`config.mk`:
```
export PLATFORM = sky130hd
export DESIGN_NAME = lru_block_cache_directory_top
export DESIGN_NICKNAME = d
export VERILOG_FILES = /design/src/hdl/lbcd_pkg.sv /design/src/hdl/lbcd_entry_ram.sv /design/src/hdl/lbcd_scan.sv /design/src/hdl/lru_block_cache_directory_top.sv
export SDC_FILE = /design/constraint.sdc
export NUM_CORES = 2
export LEC_CHECK = 0
export ABC_AREA = 0
export BUFFER_PORTS_ARGS = -buffer_cell sky130_fd_sc_hd__buf_2
export CAP_MARGIN = 10
export CORE_MARGIN = 4
export CORE_UTILIZATION = 55
export CTS_CLUSTER_SIZE = 20
export DETAILED_ROUTE_END_ITERATION = 12
export HOLD_SLACK_MARGIN = 0.08
export PLACE_DENSITY = 0.67
export SYNTH_ARGS = -nofsm -noshare
export SYNTH_HDL_FRONTEND = slang
export SYNTH_SLANG_ARGS = --single-unit
```
`constraint.sdc`:
```
create_clock -name clk -period 9.2 [get_ports clk]
set_input_delay 1.38 -clock clk [delete_from_list [all_inputs] [get_ports clk]]
set_output_delay 1.38 -clock clk [all_outputs]
set_load 0.1 [all_outputs]
```
`src/hdl/lbcd_pkg.sv`:
```
// Shared types and constants for the LRU block cache directory.
`timescale 1ns / 1ps

package lbcd_pkg;

    localparam int MaxEntries = 64;
    localparam int SlotW      = $clog2(MaxEntries);
    localparam int CountW     = SlotW + 1;
    localparam int DiskW      = 4;
    localparam int BlockW     = 8;
    localparam int TimeW      = 32;
    localparam int CounterW   = 32;
    localparam int ActionW    = 2;
    localparam int StatusW    = 2;
    localparam int CfgDataW   = 7;
    localparam int InDataW    = 16;
    localparam int OutDataW   = 72;

    localparam logic [ActionW-1:0] ActLookup = 2'd0;
    localparam logic [ActionW-1:0] ActUpdate = 2'd1;
    localparam logic [ActionW-1:0] ActInsert = 2'd2;

    localparam logic [StatusW-1:0] StatusHit = 2'd0;
    localparam logic [StatusW-1:0] StatusMiss = 2'd1;
    localparam logic [StatusW-1:0] StatusOff = 2'd2;

    localparam logic RegEnable  = 1'b0;
    localparam logic RegEntries = 1'b1;

    localparam logic [CountW-1:0] MinEntries = CountW'(2);
    localparam logic [CountW-1:0] MaxCount   = CountW'(MaxEntries);

    typedef struct packed {
        logic [DiskW-1:0]  disk;
        logic [BlockW-1:0] block;
        logic [TimeW-1:0]  stamp;
    } entry_t;

    typedef struct packed {
        logic             match_found;
        logic [SlotW-1:0] match_idx;
        logic             empty_found;
        logic [SlotW-1:0] empty_idx;
        logic [SlotW-1:0] victim_idx;
    } scan_result_t;

endpackage

```
`src/hdl/lbcd_entry_ram.sv`:
```
// Tag and time store for the directory slots, one write and one registered read port.
`timescale 1ns / 1ps

module lbcd_entry_ram
(
    input  logic                       clk,
    input  logic                       we,
    input  logic [lbcd_pkg::SlotW-1:0] waddr,
    input  lbcd_pkg::entry_t           wdata,
    input  logic [lbcd_pkg::SlotW-1:0] raddr,
    output lbcd_pkg::entry_t           rdata
);
    import lbcd_pkg::*;

    entry_t mem [MaxEntries];

    always_ff @(posedge clk)
    begin
        if (we)
        begin
            mem[waddr] <= wdata;
        end
        rdata <= mem[raddr];
    end

endmodule

```
`src/hdl/lbcd_scan.sv`:
```
// Shared compare unit that walks the slots one per cycle for match, empty and LRU victim.
`timescale 1ns / 1ps

module lbcd_scan
(
    input  logic                        clk,
    input  logic                        rst_n,
    input  logic                        clear,
    input  logic                        step,
    input  logic                        entry_valid,
    input  lbcd_pkg::entry_t            entry,
    input  logic [lbcd_pkg::SlotW-1:0]  entry_idx,
    input  logic [lbcd_pkg::DiskW-1:0]  req_disk,
    input  logic [lbcd_pkg::BlockW-1:0] req_block,
    output lbcd_pkg::scan_result_t      result
);
    import lbcd_pkg::*;

    logic             match_found_reg;
    logic [SlotW-1:0] match_idx_reg;
    logic             empty_found_reg;
    logic [SlotW-1:0] empty_idx_reg;
    logic             seen_reg;
    logic [SlotW-1:0] victim_idx_reg;
    logic [TimeW-1:0] oldest_reg;
    logic             is_match;
    logic             is_older;

    assign is_match = entry_valid && (entry.disk == req_disk) && (entry.block == req_block);
    // Strict compare keeps the lowest slot on ties.
    assign is_older = !seen_reg || (entry.stamp < oldest_reg);

    always_ff @(posedge clk or negedge rst_n)
    begin
        if (!rst_n)
        begin
            match_found_reg <= 1'b0;
            empty_found_reg <= 1'b0;
            seen_reg        <= 1'b0;
        end
        else if (clear)
        begin
            match_found_reg <= 1'b0;
            empty_found_reg <= 1'b0;
            seen_reg        <= 1'b0;
        end
        else if (step)
        begin
            seen_reg <= 1'b1;
            if (is_match && !match_found_reg)
            begin
                match_found_reg <= 1'b1;
            end
            if (!entry_valid && !empty_found_reg)
            begin
                empty_found_reg <= 1'b1;
            end
        end
    end

    always_ff @(posedge clk)
    begin
        if (step)
        begin
            if (is_match && !match_found_reg)
            begin
                match_idx_reg <= entry_idx;
            end
            if (!entry_valid && !empty_found_reg)
            begin
                empty_idx_reg <= entry_idx;
            end
            if (is_older)
            begin
                oldest_reg     <= entry.stamp;
                victim_idx_reg <= entry_idx;
            end
        end
    end

    assign result.match_found = match_found_reg;
    assign result.match_idx   = match_idx_reg;
    assign result.empty_found = empty_found_reg;
    assign result.empty_idx   = empty_idx_reg;
    assign result.victim_idx  = victim_idx_reg;

endmodule

```
`src/hdl/lru_block_cache_directory_top.sv`:
```
// Top level of the LRU block cache directory: sequencer, counters, valid marks and ports.
`timescale 1ns / 1ps

// A request is taken only while the sequencer is idle and then walks the active slots
// through a single read port of the tag store, one slot per cycle, feeding one shared
// compare unit. A lookup, update or insert on an enabled cache scans entries_in_use
// (clamped to 2..64) slots, then goes through ST_DRAIN and ST_DECIDE; a request on a
// disabled cache or with an unused action code goes straight to ST_DECIDE. The result
// sits in an output register, and the next request is accepted once the sequencer is idle.
// Writing enable from 0 to 1 clears all valid marks and the access clock at once.
module lru_block_cache_directory_top
(
    input  logic                          clk,
    input  logic                          rst_n,
    input  logic                          s_tvalid,
    output logic                          s_tready,
    // action [1:0], disk [5:2], block [13:6], zero [15:14]
    input  logic [lbcd_pkg::InDataW-1:0]  s_tdata,
    output logic                          m_tvalid,
    input  logic                          m_tready,
    // status [1:0], slot [7:2], query_count [39:8], hit_count [71:40]
    output logic [lbcd_pkg::OutDataW-1:0] m_tdata,
    input  logic                          cfg_valid,
    output logic                          cfg_ready,
    input  logic                          cfg_index,
    input  logic [lbcd_pkg::CfgDataW-1:0] cfg_data
);
    import lbcd_pkg::*;

    typedef enum logic [1:0] {
        ST_IDLE,
        ST_SCAN,
        ST_DRAIN,
        ST_DECIDE
    } state_t;

    state_t               state_reg, state_next;
    logic [ActionW-1:0]   act_reg;
    logic [DiskW-1:0]     disk_reg;
    logic [BlockW-1:0]    block_reg;
    logic                 skip_reg;
    logic [CountW-1:0]    n_reg;
    logic [SlotW-1:0]     idx_reg;
    logic [SlotW-1:0]     rd_idx_reg;
    logic                 rd_pend_reg;
    logic                 enable_reg;
    logic [CountW-1:0]    entries_reg;
    logic [TimeW-1:0]     clock_reg;
    logic [CounterW-1:0]  queries_reg;
    logic [CounterW-1:0]  hits_reg;
    logic [CounterW-1:0]  hits_next;
    logic [MaxEntries-1:0] valid_reg;
    logic                 m_tvalid_reg;
    logic [OutDataW-1:0]  m_tdata_reg;

    logic [ActionW-1:0]   in_action;
    logic [DiskW-1:0]     in_disk;
    logic [BlockW-1:0]    in_block;
    logic                 accept;
    logic                 out_free;
    logic                 finish;
    logic                 last_issue;
    logic [CountW-1:0]    n_clamped;
    logic                 in_skip;

    scan_result_t         scan_res;
    entry_t               rd_entry;
    entry_t               wr_entry;
    logic                 ram_we;
    logic [SlotW-1:0]     target;
    logic                 do_write;
    logic                 is_hit;
    logic [StatusW-1:0]   status;
    logic [SlotW-1:0]     slot;

    assign in_action = s_tdata[1:0];
    assign in_disk   = s_tdata[5:2];
    assign in_block  = s_tdata[13:6];

    assign s_tready  = (state_reg == ST_IDLE);
    assign accept    = s_tvalid && s_tready;
    assign cfg_ready = 1'b1;
    assign out_free  = !m_tvalid_reg || m_tready;
    assign finish    = (state_reg == ST_DECIDE) && out_free;
    assign last_issue = ({1'b0, idx_reg} == (n_reg - CountW'(1)));

    assign in_skip = !enable_reg || (in_action != ActLookup && in_action != ActUpdate
                                     && in_action != ActInsert);

    always_comb
    begin
        n_clamped = entries_reg;
        if (entries_reg < MinEntries)
        begin
            n_clamped = MinEntries;
        end
        else if (entries_reg > MaxCount)
        begin
            n_clamped = MaxCount;
        end
    end

    // Decision once the walk is complete.
    always_comb
    begin
        status   = StatusMiss;
        slot     = '0;
        do_write = 1'b0;
        is_hit   = 1'b0;
        target   = scan_res.match_idx;
        if (!enable_reg)
        begin
            status = StatusOff;
        end
        else if (!skip_reg)
        begin
            case (act_reg)
                ActLookup:
                begin
                    if (scan_res.match_found)
                    begin
                        status   = StatusHit;
                        slot     = scan_res.match_idx;
                        do_write = 1'b1;
                        is_hit   = 1'b1;
                    end
                end
                ActUpdate:
                begin
                    if (scan_res.match_found)
                    begin
                        status   = StatusHit;
                        slot     = scan_res.match_idx;
                        do_write = 1'b1;
                    end
                end
                ActInsert:
                begin
                    if (!scan_res.match_found)
                    begin
                        target   = scan_res.empty_found ? scan_res.empty_idx
                                                        : scan_res.victim_idx;
                        status   = StatusHit;
                        slot     = target;
                        do_write = 1'b1;
                    end
                end
                default:
                begin
                    status = StatusMiss;
                end
            endcase
        end
    end

    assign hits_next = is_hit ? hits_reg + CounterW'(1) : hits_reg;

    // A matching update rewrites the same tags, so every write carries the full entry.
    assign wr_entry.disk  = disk_reg;
    assign wr_entry.block = block_reg;
    assign wr_entry.stamp = clock_reg;
    assign ram_we         = finish && do_write;

    always_comb
    begin
        state_next = state_reg;
        case (state_reg)
            ST_IDLE:
            begin
                if (accept)
                begin
                    state_next = in_skip ? ST_DECIDE : ST_SCAN;
                end
            end
            ST_SCAN:
            begin
                if (last_issue)
                begin
                    state_next = ST_DRAIN;
                end
            end
            ST_DRAIN:
            begin
                state_next = ST_DECIDE;
            end
            ST_DECIDE:
            begin
                if (out_free)
                begin
                    state_next = ST_IDLE;
                end
            end
            default:
            begin
                state_next = ST_IDLE;
            end
        endcase
    end

    always_ff @(posedge clk or negedge rst_n)
    begin
        if (!rst_n)
        begin
            state_reg    <= ST_IDLE;
            rd_pend_reg  <= 1'b0;
            enable_reg   <= 1'b0;
            entries_reg  <= MaxCount;
            clock_reg    <= '0;
            queries_reg  <= '0;
            hits_reg     <= '0;
            valid_reg    <= '0;
            m_tvalid_reg <= 1'b0;
            idx_reg      <= '0;
        end
        else
        begin
            state_reg   <= state_next;
            rd_pend_reg <= (state_reg == ST_SCAN);

            if (cfg_valid && cfg_ready)
            begin
                case (cfg_index)
                    RegEnable:
                    begin
                        if (cfg_data[0] && !enable_reg)
                        begin
                            valid_reg <= '0;
                            clock_reg <= '0;
                        end
                        enable_reg <= cfg_data[0];
                    end
                    RegEntries:
                    begin
                        entries_reg <= cfg_data;
                    end
                    default:
                    begin
                        enable_reg <= enable_reg;
                    end
                endcase
            end

            if (accept)
            begin
                idx_reg <= '0;
                if (!in_skip)
                begin
                    clock_reg <= clock_reg + TimeW'(1);
                    if (in_action == ActLookup)
                    begin
                        queries_reg <= queries_reg + CounterW'(1);
                    end
                end
            end
            else if (state_reg == ST_SCAN)
            begin
                idx_reg <= idx_reg + SlotW'(1);
            end

            if (ram_we)
            begin
                valid_reg[target] <= 1'b1;
            end

            if (finish)
            begin
                hits_reg     <= hits_next;
                m_tvalid_reg <= 1'b1;
            end
            else if (m_tready)
            begin
                m_tvalid_reg <= 1'b0;
            end
        end
    end

    always_ff @(posedge clk)
    begin
        rd_idx_reg <= idx_reg;
        if (accept)
        begin
            act_reg   <= in_action;
            disk_reg  <= in_disk;
            block_reg <= in_block;
            skip_reg  <= in_skip;
            n_reg     <= n_clamped;
        end
        if (finish)
        begin
            m_tdata_reg <= {hits_next, queries_reg, slot, status};
        end
    end

    assign m_tvalid = m_tvalid_reg;
    assign m_tdata  = m_tdata_reg;

    lbcd_entry_ram u_entry_ram
    (
        .clk   (clk),
        .we    (ram_we),
        .waddr (target),
        .wdata (wr_entry),
        .raddr (idx_reg),
        .rdata (rd_entry)
    );

    lbcd_scan u_scan
    (
        .clk         (clk),
        .rst_n       (rst_n),
        .clear       (accept),
        .step        (rd_pend_reg),
        .entry_valid (valid_reg[rd_idx_reg]),
        .entry       (rd_entry),
        .entry_idx   (rd_idx_reg),
        .req_disk    (disk_reg),
        .req_block   (block_reg),
        .result      (scan_res)
    );

endmodule

```
==> results_dict.tcl <==
set metrics [dict create \
    avgSynthCellArea_um2 22.49 \
    path_clk_slew_ns 0.06 \
    yosys_warnings 0 \
    gp_congestion 0.7871 \
    post-route-period-util_pct 57.13 \
    cts-root-buf "clkbuf_16" \
    cts_setup_buffers 0 \
    cts_tree "done" \
    seq_area_frac_synth_pct 77.33 \
    cp.required_ns 9.72 \
    n_fill_cell 14740 \
    drtPass1Iterations 6 \
    num_vias 57910 \
    routed_wl_um 285300 \
    cts_buffers 328 \
    dpl.hpwl_um 144100 \
    cts_hold_buf 0 \
    grt_pass1_wl_um 414000 \
    leakagePower_uw 0.04761 \
    nets 5813 \
    slew_headroom_pct 12.78 \
    dp_slack_ns 3.197 \
    grt_start_max_net_pins 127 \
    worst_pin_slew_ns 1.305 \
    route.detailed.drc 0 \
    slew_viol_final 0 \
    synth-edff-count 2960 \
    grt_overflow 0 \
    cts_sinks 3191 \
    io_pins 104 \
    peakVddDrop_mv 0.2353 \
    largest_reg_flops 2816 \
    crit_fanout 26 \
    clockBufferDepth 4 \
    first_global_vias 57990 \
    ys_ff_latch 3191 \
    end_kind "flip-flop" \
    rsz0062_at_grt "no" \
    fmax_ghz 0.1903 \
    powerDensity_nw_per_um2 267.1 \
    final_common_cell "edfxtp_1" \
    criticalPathCategory "flip-flop to flip-flop" \
    syn_area_um2 122100 \
    dieHeight_um 479.2 \
    htreeDepth 5 \
    period_minus_slack_ns 5.256 \
    hold_class "flip-flop to flip-flop" \
    most-common-layout-cells "edfxtp_1, mux4_2, clkbuf_16, nand2_1, dfrtp_1" \
    worst_slack_ns 3.944 \
    start_util_pct 55.46 \
    drtIter0Drc 7367 \
    antenna_found_initial 14 \
    hold_violations 0 \
    ys.flop_type "edfxtp_1" \
    drive_above_1_share_pct 28.45 \
    dp_cells 8368 \
    crit_arrival_ns 5.78 \
    worstSkewPairLatency_ns 0.94 \
    status "finished, final reports clean" \
    ant_nets 0 \
    area_growth_pct 12.44 \
    wl_per_cell_um 31.90 \
    ys_types 60 \
    finalNonFillerCells 8944 \
    maxCapViolations 0 \
    finalSetupViolations 0 \
    coreArea_um2 220200 \
    grt_usage_pct 25.08 \
    ctsResizeCount 0 \
    final_core_util_pct 62.36 \
    fin_skew_ns 0.05337 \
    finalSetupTns_ns 0 \
    avgViaCountPerCell 6.474 \
    die_x_um 479.2 \
    synth.net_count 5498 \
    die_area_um2 229600 \
    synthCells 5429 \
    ys_async_sr_fraction_pct 5.672 \
    worstSetupStartpointType "flip-flop" \
    rows 172 \
    portBuffers 100 \
]
-- worst max-delay path, cell delays in order, from the launching register on --
cell and delay (ns):
edfxtp_1 0.43, nor3b_2 0.58, nand3b_1 0.59, mux2i_1 0.48
nand3_1 0.92, nor2_4 1.17, buf_4 0.64
-- cell type report --
cell class / instances / area (µm²) / share of cell area [%]
clock buffers: 432 / 8900 / 6.483
multi-input cells: 1919 / 26830 / 19.54
flip-flops and latches: 3191 / 94470 / 68.82
clock inverters: 132 / 1323 / 0.9634
inverters: 48 / 181.4 / 0.1322
repair buffers: 256 / 1851 / 1.348
diodes: 8 / 20.02 / 0.01458
well taps: 2958 / 3701 / 2.696
-- final timing paths --
kind                                       from                 endpoint  slack, ns  cells after the start
setup / recovery                     act_reg[0]  u_entry_ram.mem[10][39]       3.94                      6
hold / removal             u_entry_ram.rdata[1]     u_scan.oldest_reg[1]       0.43                      0
setup reg to reg                     act_reg[0]  u_entry_ram.mem[10][39]       3.94                      6
hold reg to reg            u_entry_ram.rdata[1]     u_scan.oldest_reg[1]       0.43                      0
max in group asynchronous                 rst_n            clock_reg[24]       7.22                      2
min in group asynchronous                 rst_n           queries_reg[9]       0.50                      1
-- Yosys cell counts (5+ instances only) --
master	n	area [µm²]
and2_1	10	62.56
a22oi_1	89	668.1
and4_1	8	70.07
inv_1	47	176.4
buf_4	15	112.6
edfxtp_1	2960	88890
dfrtp_1	180	4504
nand2b_1	7	43.79
a22o_1	5	43.79
dfxtp_1	50	1001
ha_1	40	500.5
nor3_1	13	65.06
a211oi_1	10	75.07
a21oi_1	20	100.1
o31ai_1	13	97.59
nand3_1	70	350.3
o211ai_1	18	135.1
mux4_2	866	19500
nor2b_1	22	137.6
clkbuf_1	147	551.8
nand4_1	22	137.6
xor2_1	51	446.7
mux2i_1	50	500.5
buf_2	82	410.4
o21ai_0	93	465.5
nand2_1	187	701.9
mux2_2	35	394.1
nor2_1	128	480.5
and3_1	30	187.7
a21o_1	13	97.59
nor4_1	8	50.05
buf_1	24	90.09
xnor2_1	68	595.6
-- per-stage QoR --
stage | area (µm²) | hold WS [ns] | power [µW]
after floorplan | 122100 | 0.3422 | 22400
after global placement | 126900 | 0.4220 | 24250
after detailed placement | 126900 | 0.4245 | 24300
after CTS | 137200 | 0.4395 | 37000
after global routing | 137300 | 0.4443 | 38050
final | 137300 | 0.4331 | 36670
-- kinds of logic after synthesis --
group | share of synthesized area [%]
AO/OA/AOI/OAI | 1.524
XOR/XNOR | 0.8537
adder cells (fa/ha/maj) | 0.4099
buffers and inverters | 1.129
flip-flops | 77.33
multiplexers | 16.72
other | 0.003072
AND/OR/NAND/NOR | 2.027
-- where the power goes --
| part | internal, µW | leakage, µW | switching [µW] | total (µW) |
|---|---|---|---|---|
| clock | 7550 | 0.00500 | 5220 | 12800 |
| combinational | 2800 | 0.00912 | 4350 | 7150 |
| sequential | 16400 | 0.0335 | 382 | 16700 |
| total | 26700 | 0.0476 | 9950 | 36700 |
-- per-layer routing --
metal / wire (µm) / global-route usage, % / vias to the layer above
met3: 24170 / 4.350 / 494
met1: 115200 / 37.35 / 31300
met4: 7317 / 6.630 / 4
met5: 253 / 0 / -
met2: 138300 / 39.32 / 2735
li1: - / - / 23380
Power figures use the tool's default switching activity.
